File: src/skmt_pkg.sv
// ----------------------------------------------------------------------------
// skmt_pkg
// Shared record type, opcodes, status codes and controller states for the
// sorted keyed merge table.
// ----------------------------------------------------------------------------
package skmt_pkg;

    localparam int KEY_W    = 31;
    localparam int AMOUNT_W = 31;
    localparam int TAG_W    = 32;
    localparam int OP_W     = 2;
    localparam int STATUS_W = 3;

    typedef struct packed {
        logic [KEY_W-1:0]    key;
        logic [AMOUNT_W-1:0] amount;
        logic [TAG_W-1:0]    tag;
    } rec_t;

    localparam logic [OP_W-1:0] OP_MERGE = 2'd0;
    localparam logic [OP_W-1:0] OP_DUMP  = 2'd1;
    localparam logic [OP_W-1:0] OP_CLEAR = 2'd2;

    localparam logic [STATUS_W-1:0] STAT_INSERTED = 3'd0;
    localparam logic [STATUS_W-1:0] STAT_MERGED   = 3'd1;
    localparam logic [STATUS_W-1:0] STAT_MISMATCH = 3'd2;
    localparam logic [STATUS_W-1:0] STAT_DROPPED  = 3'd3;
    localparam logic [STATUS_W-1:0] STAT_ENTRY    = 3'd4;
    localparam logic [STATUS_W-1:0] STAT_EMPTY    = 3'd5;

    typedef enum logic [1:0] {
        FSM_IDLE,
        FSM_MERGE,
        FSM_DUMP
    } fsm_t;

endpackage

File: src/skmt_cell.sv
// ----------------------------------------------------------------------------
// skmt_cell
// One slot of the record chain. On each shift it takes the record of its
// upper neighbor, so the chain rotates toward the head cell.
// ----------------------------------------------------------------------------
module skmt_cell (
    input  logic          clk,
    input  logic          shift,
    input  skmt_pkg::rec_t rec_in,
    output skmt_pkg::rec_t rec_out
);
    import skmt_pkg::*;

    rec_t rec_reg;

    always_ff @(posedge clk)
    begin
        if (shift)
        begin
            rec_reg <= rec_in;
        end
    end

    assign rec_out = rec_reg;

endmodule

File: src/skmt_ctrl.sv
// ----------------------------------------------------------------------------
// skmt_ctrl
// Sequencer at the chain head. While the chain rotates one full turn it looks
// at the head record each cycle the output is not stalled, merges or inserts
// the pending record or emits each held entry, and drives the output register.
// ----------------------------------------------------------------------------
module skmt_ctrl #(
    parameter int CAPACITY = 64,
    parameter int IDX_W    = $clog2(CAPACITY),
    parameter int CNT_W    = $clog2(CAPACITY + 1)
) (
    input  logic                          clk,
    input  logic                          rst_n,
    input  logic                          in_valid,
    output logic                          in_stall,
    input  logic [skmt_pkg::OP_W-1:0]     opcode,
    input  skmt_pkg::rec_t                in_rec,
    input  skmt_pkg::rec_t                head,
    output logic                          shift,
    output skmt_pkg::rec_t                wb,
    output logic                          out_valid,
    input  logic                          out_stall,
    output logic [skmt_pkg::STATUS_W-1:0] status,
    output skmt_pkg::rec_t                out_rec,
    output logic [CNT_W-1:0]              entry_count,
    output logic                          last
);
    import skmt_pkg::*;

    localparam logic [IDX_W-1:0] IDX_LAST = IDX_W'(CAPACITY - 1);
    localparam logic [CNT_W-1:0] CNT_FULL = CNT_W'(CAPACITY);

    fsm_t                state_reg, state_next;
    logic [IDX_W-1:0]    idx_reg, idx_next;
    logic [CNT_W-1:0]    count_reg, count_next;
    rec_t                new_reg, new_next;
    rec_t                carry_reg, carry_next;
    logic                done_reg, done_next;
    logic                ins_reg, ins_next;
    logic                out_valid_reg, out_valid_next;
    logic [STATUS_W-1:0] status_reg, status_next;
    rec_t                out_rec_reg, out_rec_next;
    logic [CNT_W-1:0]    cnt_out_reg, cnt_out_next;
    logic                last_reg, last_next;

    logic                adv;
    logic                accept;
    logic                at_last;

    assign adv      = !out_valid_reg || !out_stall;
    assign in_stall = (state_reg != FSM_IDLE) || !adv;
    assign accept   = in_valid && !in_stall;
    assign at_last  = (idx_reg == IDX_LAST);

    // next state
    always_comb
    begin
        state_next = state_reg;
        case (state_reg)
            FSM_IDLE:
            begin
                if (accept && opcode == OP_MERGE && count_reg != CNT_FULL)
                begin
                    state_next = FSM_MERGE;
                end
                else if (accept && opcode == OP_DUMP && count_reg != '0)
                begin
                    state_next = FSM_DUMP;
                end
            end
            FSM_MERGE, FSM_DUMP:
            begin
                if (adv && at_last)
                begin
                    state_next = FSM_IDLE;
                end
            end
            default:
            begin
                state_next = FSM_IDLE;
            end
        endcase
    end

    // datapath and outputs
    always_comb
    begin
        logic [AMOUNT_W:0]   sum;
        logic [AMOUNT_W-1:0] sat_amount;
        logic                occ;
        logic                at_end;
        logic                emit;
        logic [STATUS_W-1:0] e_status;
        rec_t                e_rec;
        logic [CNT_W-1:0]    e_cnt;
        logic                e_last;
        logic                ins_now;

        sum        = {1'b0, head.amount} + {1'b0, new_reg.amount};
        sat_amount = sum[AMOUNT_W] ? '1 : sum[AMOUNT_W-1:0];
        occ        = CNT_W'(idx_reg) < count_reg;
        at_end     = CNT_W'(idx_reg) == count_reg;

        emit     = 1'b0;
        e_status = STAT_EMPTY;
        e_rec    = '0;
        e_cnt    = count_reg;
        e_last   = 1'b1;
        ins_now  = ins_reg;

        idx_next    = idx_reg;
        count_next  = count_reg;
        new_next    = new_reg;
        carry_next  = carry_reg;
        done_next   = done_reg;
        ins_next    = ins_reg;
        wb          = head;
        shift       = 1'b0;

        case (state_reg)
            FSM_IDLE:
            begin
                if (accept)
                begin
                    case (opcode)
                        OP_MERGE:
                        begin
                            if (count_reg == CNT_FULL)
                            begin
                                emit     = 1'b1;
                                e_status = STAT_DROPPED;
                                e_rec    = in_rec;
                            end
                            else
                            begin
                                new_next  = in_rec;
                                idx_next  = '0;
                                done_next = 1'b0;
                                ins_next  = 1'b0;
                            end
                        end
                        OP_DUMP:
                        begin
                            if (count_reg == '0)
                            begin
                                emit = 1'b1;
                            end
                            else
                            begin
                                idx_next = '0;
                            end
                        end
                        OP_CLEAR:
                        begin
                            count_next = '0;
                            emit       = 1'b1;
                            e_cnt      = '0;
                        end
                        default:
                        begin
                            emit = 1'b0;
                        end
                    endcase
                end
            end
            FSM_MERGE:
            begin
                if (adv)
                begin
                    shift    = 1'b1;
                    idx_next = idx_reg + IDX_W'(1);
                    if (occ)
                    begin
                        if (done_reg)
                        begin
                            // ripple the displaced record up one slot
                            if (ins_reg)
                            begin
                                wb         = carry_reg;
                                carry_next = head;
                            end
                        end
                        else if (head.key == new_reg.key)
                        begin
                            wb.amount = sat_amount;
                            done_next = 1'b1;
                            emit      = 1'b1;
                            e_status  = (head.tag != new_reg.tag) ? STAT_MISMATCH
                                                                  : STAT_MERGED;
                            e_rec     = head;
                            e_rec.amount = sat_amount;
                        end
                        else if (head.key > new_reg.key)
                        begin
                            wb         = new_reg;
                            carry_next = head;
                            done_next  = 1'b1;
                            ins_next   = 1'b1;
                            ins_now    = 1'b1;
                            emit       = 1'b1;
                            e_status   = STAT_INSERTED;
                            e_rec      = new_reg;
                            e_cnt      = count_reg + CNT_W'(1);
                        end
                    end
                    else if (at_end)
                    begin
                        if (!done_reg)
                        begin
                            wb        = new_reg;
                            done_next = 1'b1;
                            ins_next  = 1'b1;
                            ins_now   = 1'b1;
                            emit      = 1'b1;
                            e_status  = STAT_INSERTED;
                            e_rec     = new_reg;
                            e_cnt     = count_reg + CNT_W'(1);
                        end
                        else if (ins_reg)
                        begin
                            wb = carry_reg;
                        end
                    end
                    if (at_last && ins_now)
                    begin
                        count_next = count_reg + CNT_W'(1);
                    end
                end
            end
            FSM_DUMP:
            begin
                if (adv)
                begin
                    shift    = 1'b1;
                    idx_next = idx_reg + IDX_W'(1);
                    if (occ)
                    begin
                        emit     = 1'b1;
                        e_status = STAT_ENTRY;
                        e_rec    = head;
                        e_last   = (CNT_W'(idx_reg) + CNT_W'(1)) == count_reg;
                    end
                end
            end
            default:
            begin
                shift = 1'b0;
            end
        endcase

        out_valid_next = out_valid_reg && out_stall;
        status_next    = status_reg;
        out_rec_next   = out_rec_reg;
        cnt_out_next   = cnt_out_reg;
        last_next      = last_reg;
        if (emit)
        begin
            out_valid_next = 1'b1;
            status_next    = e_status;
            out_rec_next   = e_rec;
            cnt_out_next   = e_cnt;
            last_next      = e_last;
        end
    end

    always_ff @(posedge clk or negedge rst_n)
    begin
        if (!rst_n)
        begin
            state_reg     <= FSM_IDLE;
            idx_reg       <= '0;
            count_reg     <= '0;
            done_reg      <= 1'b0;
            ins_reg       <= 1'b0;
            out_valid_reg <= 1'b0;
        end
        else
        begin
            state_reg     <= state_next;
            idx_reg       <= idx_next;
            count_reg     <= count_next;
            done_reg      <= done_next;
            ins_reg       <= ins_next;
            out_valid_reg <= out_valid_next;
        end
    end

    always_ff @(posedge clk)
    begin
        new_reg     <= new_next;
        carry_reg   <= carry_next;
        status_reg  <= status_next;
        out_rec_reg <= out_rec_next;
        cnt_out_reg <= cnt_out_next;
        last_reg    <= last_next;
    end

    assign out_valid   = out_valid_reg;
    assign status      = status_reg;
    assign out_rec     = out_rec_reg;
    assign entry_count = cnt_out_reg;
    assign last        = last_reg;

endmodule

File: src/sorted_keyed_merge_table_top.sv
// ----------------------------------------------------------------------------
// sorted_keyed_merge_table_top
// Sorted table of (key, amount, tag) records with merge, dump and clear.
// ----------------------------------------------------------------------------
// The table is a ring of CAPACITY record cells that rotates one slot per
// cycle past a sequencer at the head. A merge or dump transfer accepts the
// item and then rotates the chain one full turn, during which the sequencer
// merges or inserts the record and ripples later records up a slot, or
// emits each held entry in key order. Clear, a dump of an empty table, a
// merge into a full table and an unused opcode finish in the accept cycle.
// One item is in work at a time; a result that waits in the output
// register holds the chain until it is taken.
// ----------------------------------------------------------------------------
module sorted_keyed_merge_table_top #(
    parameter int CAPACITY = 64
) (
    input  logic                            clk,
    input  logic                            rst_n,
    input  logic                            in_valid,
    output logic                            in_stall,
    input  logic [1:0]                      opcode,
    input  logic [30:0]                     part_key,
    input  logic [30:0]                     amount,
    input  logic [31:0]                     name_tag,
    output logic                            out_valid,
    input  logic                            out_stall,
    output logic [2:0]                      status,
    output logic [30:0]                     out_key,
    output logic [30:0]                     out_amount,
    output logic [31:0]                     out_tag,
    output logic [$clog2(CAPACITY+1)-1:0]   entry_count,
    output logic                            last
);
    import skmt_pkg::*;

    localparam int IDX_W = $clog2(CAPACITY);
    localparam int CNT_W = $clog2(CAPACITY + 1);

    rec_t cell_q [CAPACITY];
    rec_t in_rec;
    rec_t wb;
    rec_t out_rec;
    logic shift;

    assign in_rec.key    = part_key;
    assign in_rec.amount = amount;
    assign in_rec.tag    = name_tag;

    genvar gi;
    generate
        for (gi = 0; gi < CAPACITY; gi++)
        begin : g_cell
            if (gi == CAPACITY - 1)
            begin : g_tail
                skmt_cell u_cell (
                    .clk     (clk),
                    .shift   (shift),
                    .rec_in  (wb),
                    .rec_out (cell_q[gi])
                );
            end
            else
            begin : g_body
                skmt_cell u_cell (
                    .clk     (clk),
                    .shift   (shift),
                    .rec_in  (cell_q[gi+1]),
                    .rec_out (cell_q[gi])
                );
            end
        end
    endgenerate

    skmt_ctrl #(
        .CAPACITY (CAPACITY),
        .IDX_W    (IDX_W),
        .CNT_W    (CNT_W)
    ) u_ctrl (
        .clk         (clk),
        .rst_n       (rst_n),
        .in_valid    (in_valid),
        .in_stall    (in_stall),
        .opcode      (opcode),
        .in_rec      (in_rec),
        .head        (cell_q[0]),
        .shift       (shift),
        .wb          (wb),
        .out_valid   (out_valid),
        .out_stall   (out_stall),
        .status      (status),
        .out_rec     (out_rec),
        .entry_count (entry_count),
        .last        (last)
    );

    assign out_key    = out_rec.key;
    assign out_amount = out_rec.amount;
    assign out_tag    = out_rec.tag;

endmodule

File: config.mk
export PLATFORM = sky130hd
export DESIGN_NAME = sorted_keyed_merge_table_top
export DESIGN_NICKNAME = d
export VERILOG_FILES = /design/src/skmt_pkg.sv /design/src/skmt_cell.sv /design/src/skmt_ctrl.sv /design/src/sorted_keyed_merge_table_top.sv
export SDC_FILE = /design/constraint.sdc
export NUM_CORES = 2
export LEC_CHECK = 0
export BUFFER_PORTS_ARGS = -buffer_cell sky130_fd_sc_hd__buf_2
export CAP_MARGIN = 5
export CORE_ASPECT_RATIO = 1.25
export CORE_MARGIN = 2
export CORE_UTILIZATION = 44
export DETAILED_ROUTE_END_ITERATION = 8
export GPL_TIMING_DRIVEN = 0
export REMOVE_ABC_BUFFERS = 1
export SLEW_MARGIN = 10
export SYNTH_ARGS = -nofsm -noshare
export SYNTH_HDL_FRONTEND = slang
export SYNTH_SLANG_ARGS = --single-unit
File: constraint.sdc
create_clock -name clk -period 360.7 [get_ports clk]
set_input_delay 54.105 -clock clk [delete_from_list [all_inputs] [get_ports clk]]
set_output_delay 54.105 -clock clk [all_outputs]
set_load 0.005 [all_outputs]
==> results.sh <==
export IMPL_critPathLaunch="out_stall"
export IMPL_stdcell_count=15604
export IMPL_die_x_um=611
export IMPL_fmax_mhz=9.15
export IMPL_post_cts_resized=0
export IMPL_cts_max_path_buffers=4
export IMPL_synth_xor_area_share_pct=0.285
export IMPL_synth_seq_cells=6327
export IMPL_n_fill_cell=35226
export IMPL_portBuffers=206
export IMPL_multi_input_area_um2=11800
export IMPL_setup_ws_ns=251.38
export IMPL_grt_max_degree=143
export IMPL_netlist_top_cells_count="edfxtp_1, nand2_1, a21oi_1, o21ai_0, nor2_1"
export IMPL_clkLatencyLatePin_ns=1.05
export IMPL_tns_ns=0
export IMPL_setup_violations_final=0
export IMPL_synth_area_um2=203000
export IMPL_power_density_nw_per_um2=9.83
export IMPL_synthAdderAreaFrac_pct=0.473
export IMPL_root_buffer="clkbuf_16"
export IMPL_ys_warn_count=0
export IMPL_fin_crit_sh_pct=30.3
export IMPL_cts_setup_buffers=0
export IMPL_finish_utilization_pct=50.6
export IMPL_r2r_slack_ns=354.41
export IMPL_avgSynthCellArea_um2=24.2
export IMPL_route_detailed_drc=0
export IMPL_cts_hold_buf=0
export IMPL_synth_top_family_by_area="compound AO/OA/AOI/OAI gates"
export IMPL_async_flop_share_pct=0.284
export IMPL_cts_max_level=6
export IMPL_leakage_nw=68.8
export IMPL_hold_depth=0
export IMPL_dr_pass1_iters=7
export IMPL_fp_row_count=278
export IMPL_grt_overflow_total=0
export IMPL_worst_setup_path_start_kind="input port"
export IMPL_synth_edff_count=6309
export IMPL_die_area_um2=466000
export IMPL_drtIter0Drc=8566
export IMPL_ys_flop_type="edfxtp_1"
export IMPL_dp_hpwl_mm=193
export IMPL_netlist_area_leader_share_pct=93.5
export IMPL_worstHoldPathType="flop to flop"
export IMPL_synth_distinct_cells=88
export IMPL_ys_seq_area_share_pct=93.7
export IMPL_maxCapViolCount=0
export IMPL_finClkSkew_ns=0.0617
export IMPL_grt_usage_pct=14.3
export IMPL_slew_violations=0
export IMPL_status="finished clean"
export IMPL_gp_congestion=0.818
export IMPL_required_ns=306.60
export IMPL_ant_nets=0
export IMPL_seqCellArea_um2=190000
export IMPL_drive_gt1_share_pct=13.5
export IMPL_path_clk_slew_ns=0.07
export IMPL_die_h_um=763
export IMPL_reg2regPathDepth=12
export IMPL_area_delta_synth_final_pct=14.6
export IMPL_crit_fanout=11
export IMPL_dp_cells=14524
export IMPL_wire_per_inst_um=21.9
export IMPL_cts_made_buffers=582
export IMPL_largest_register_ffs=5922
export IMPL_min_period_ns=109.32
export IMPL_holdPathEnd="g_cell[52].g_body.u_cell.rec_out[82]"
export IMPL_wirelength_mm=341
export IMPL_worstReg2RegStart="u_ctrl.state_reg[0]"
export IMPL_initial_utilization_pct=44.2
export IMPL_cts_tree="built"
export IMPL_io_pins=207
export IMPL_core_um2=458000
export IMPL_rsz0062_at_grt="no"
export IMPL_worstReg2RegEnd="g_cell[20].g_body.u_cell.rec_out[65]"
export IMPL_viasPerCell=5.09
export IMPL_worst_pin_slew_ns=1.36
export IMPL_synth_compound_area_share_pct=3.14
export IMPL_criticalPathCategory="input port to primary output"
export IMPL_clock_sinks=6327
export IMPL_dp_worst_setup_slack_ns=251.42
export IMPL_cp_arrival_ns=55.22
export IMPL_synth_area_leaders="edfxtp_1, nand2_1, a21oi_1"
export IMPL_netlist_instances=8378
export IMPL_first_global_vias=78366
export IMPL_hold_ws_ns=0.388
export IMPL_yosysMostFrequentCell="edfxtp_1"
export IMPL_end_kind="primary output"
export IMPL_antenna_found_initial=91
export IMPL_synth_simple_area_share_pct=1.33
export IMPL_grt_pass1_wl_mm=505
export IMPL_timing_slew_headroom_pct=8.96
export IMPL_final_nets=9264
export IMPL_finalHoldViolCount=0
export IMPL_vias=79393
export IMPL_hold_start="g_cell[53].g_body.u_cell.rec_out[82]"
export IMPL_max_vdd_ir_drop_mv=0.00959
export IMPL_synthMuxAreaShare_pct=0.508
export IMPL_yosysTopAreaCell="edfxtp_1"
==> worst max-delay path by stage <==
stage / endpoint / slack (ns)
2_1_floorplan: u_ctrl.entry_count[0] / 173.77
3_3_place_gp: u_ctrl.out_rec[48] / 137.26
3_5_place_dp: in_stall / 251.42
4_1_cts: in_stall / 251.42
5_1_grt: in_stall / 251.33
6_report: in_stall / 251.38
==> layer usage <==
| metal | part of all wire, % | up-vias | wire length [µm] | global-route usage [%] |
|---|---|---|---|---|
| met1 | 44 | 40825 | 152000 | 20.7 |
| li1 | - | 35368 | - | - |
| met5 | 0.051 | - | 175 | 0 |
| met4 | 4.4 | 26 | 15000 | 6.45 |
| met2 | 44 | 2311 | 151000 | 20.7 |
| met3 | 6.9 | 863 | 23700 | 3.58 |
==> kinds of logic after synthesis <==
family | after synthesis
flip-flops | 6327
AO/OA/AOI/OAI | 948
adder cells (fa/ha/maj) | 76
buffers and inverters | 254
multiplexers | 93
XOR/XNOR | 66
AND/OR/NAND/NOR | 614
==> where the power goes <==
part | internal (mW) | switching, mW | total, mW
sequential | 1.27 | 0.0766 | 1.34
combinational | 0.0634 | 0.271 | 0.334
clock | 0.336 | 0.267 | 0.602
==> placed cells by master (no fill, tap or decap), drive strengths merged, types with 57 or more instances in the layout <==
| master | n |
|---|---|
| edfxtp | 6309 |
| nand2 | 300 |
| xnor2 | 57 |
| inv | 91 |
| mux2 | 78 |
| o22ai | 75 |
| clkinv | 260 |
| a31oi | 82 |
| o21ai | 182 |
| a21oi | 210 |
| clkbuf | 698 |
| a22oi | 70 |
| buf | 319 |
| ha | 75 |
| nor2 | 137 |
==> cell type report <==
cell class	instances	area share, %
clock buffer	698	6.52
clock inverter	351	1.56
multi-input combinational	1797	5.09
inverter	61	0.106
tap	6020	3.24
timing repair buffer	319	1.64
sequential	6327	81.8
antenna	31	0.0334
==> metrics by stage <==
step | instance area (µm²) | total power [mW]
3_3_place_gp | 210000 | 5.04
6_report | 232000 | 2.28
5_1_grt | 232000 | 2.39
2_1_floorplan | 202000 | 4.21
4_1_cts | 232000 | 2.32
3_5_place_dp | 213000 | 1.70
==> worst max-delay path: stages <==
cell and delay [ns]:
buf_2 0.11, nand2_1 0.35, nand2_1 0.38, buf_2 0.26
No activity file was read; power rests on OpenSTA's default activity.
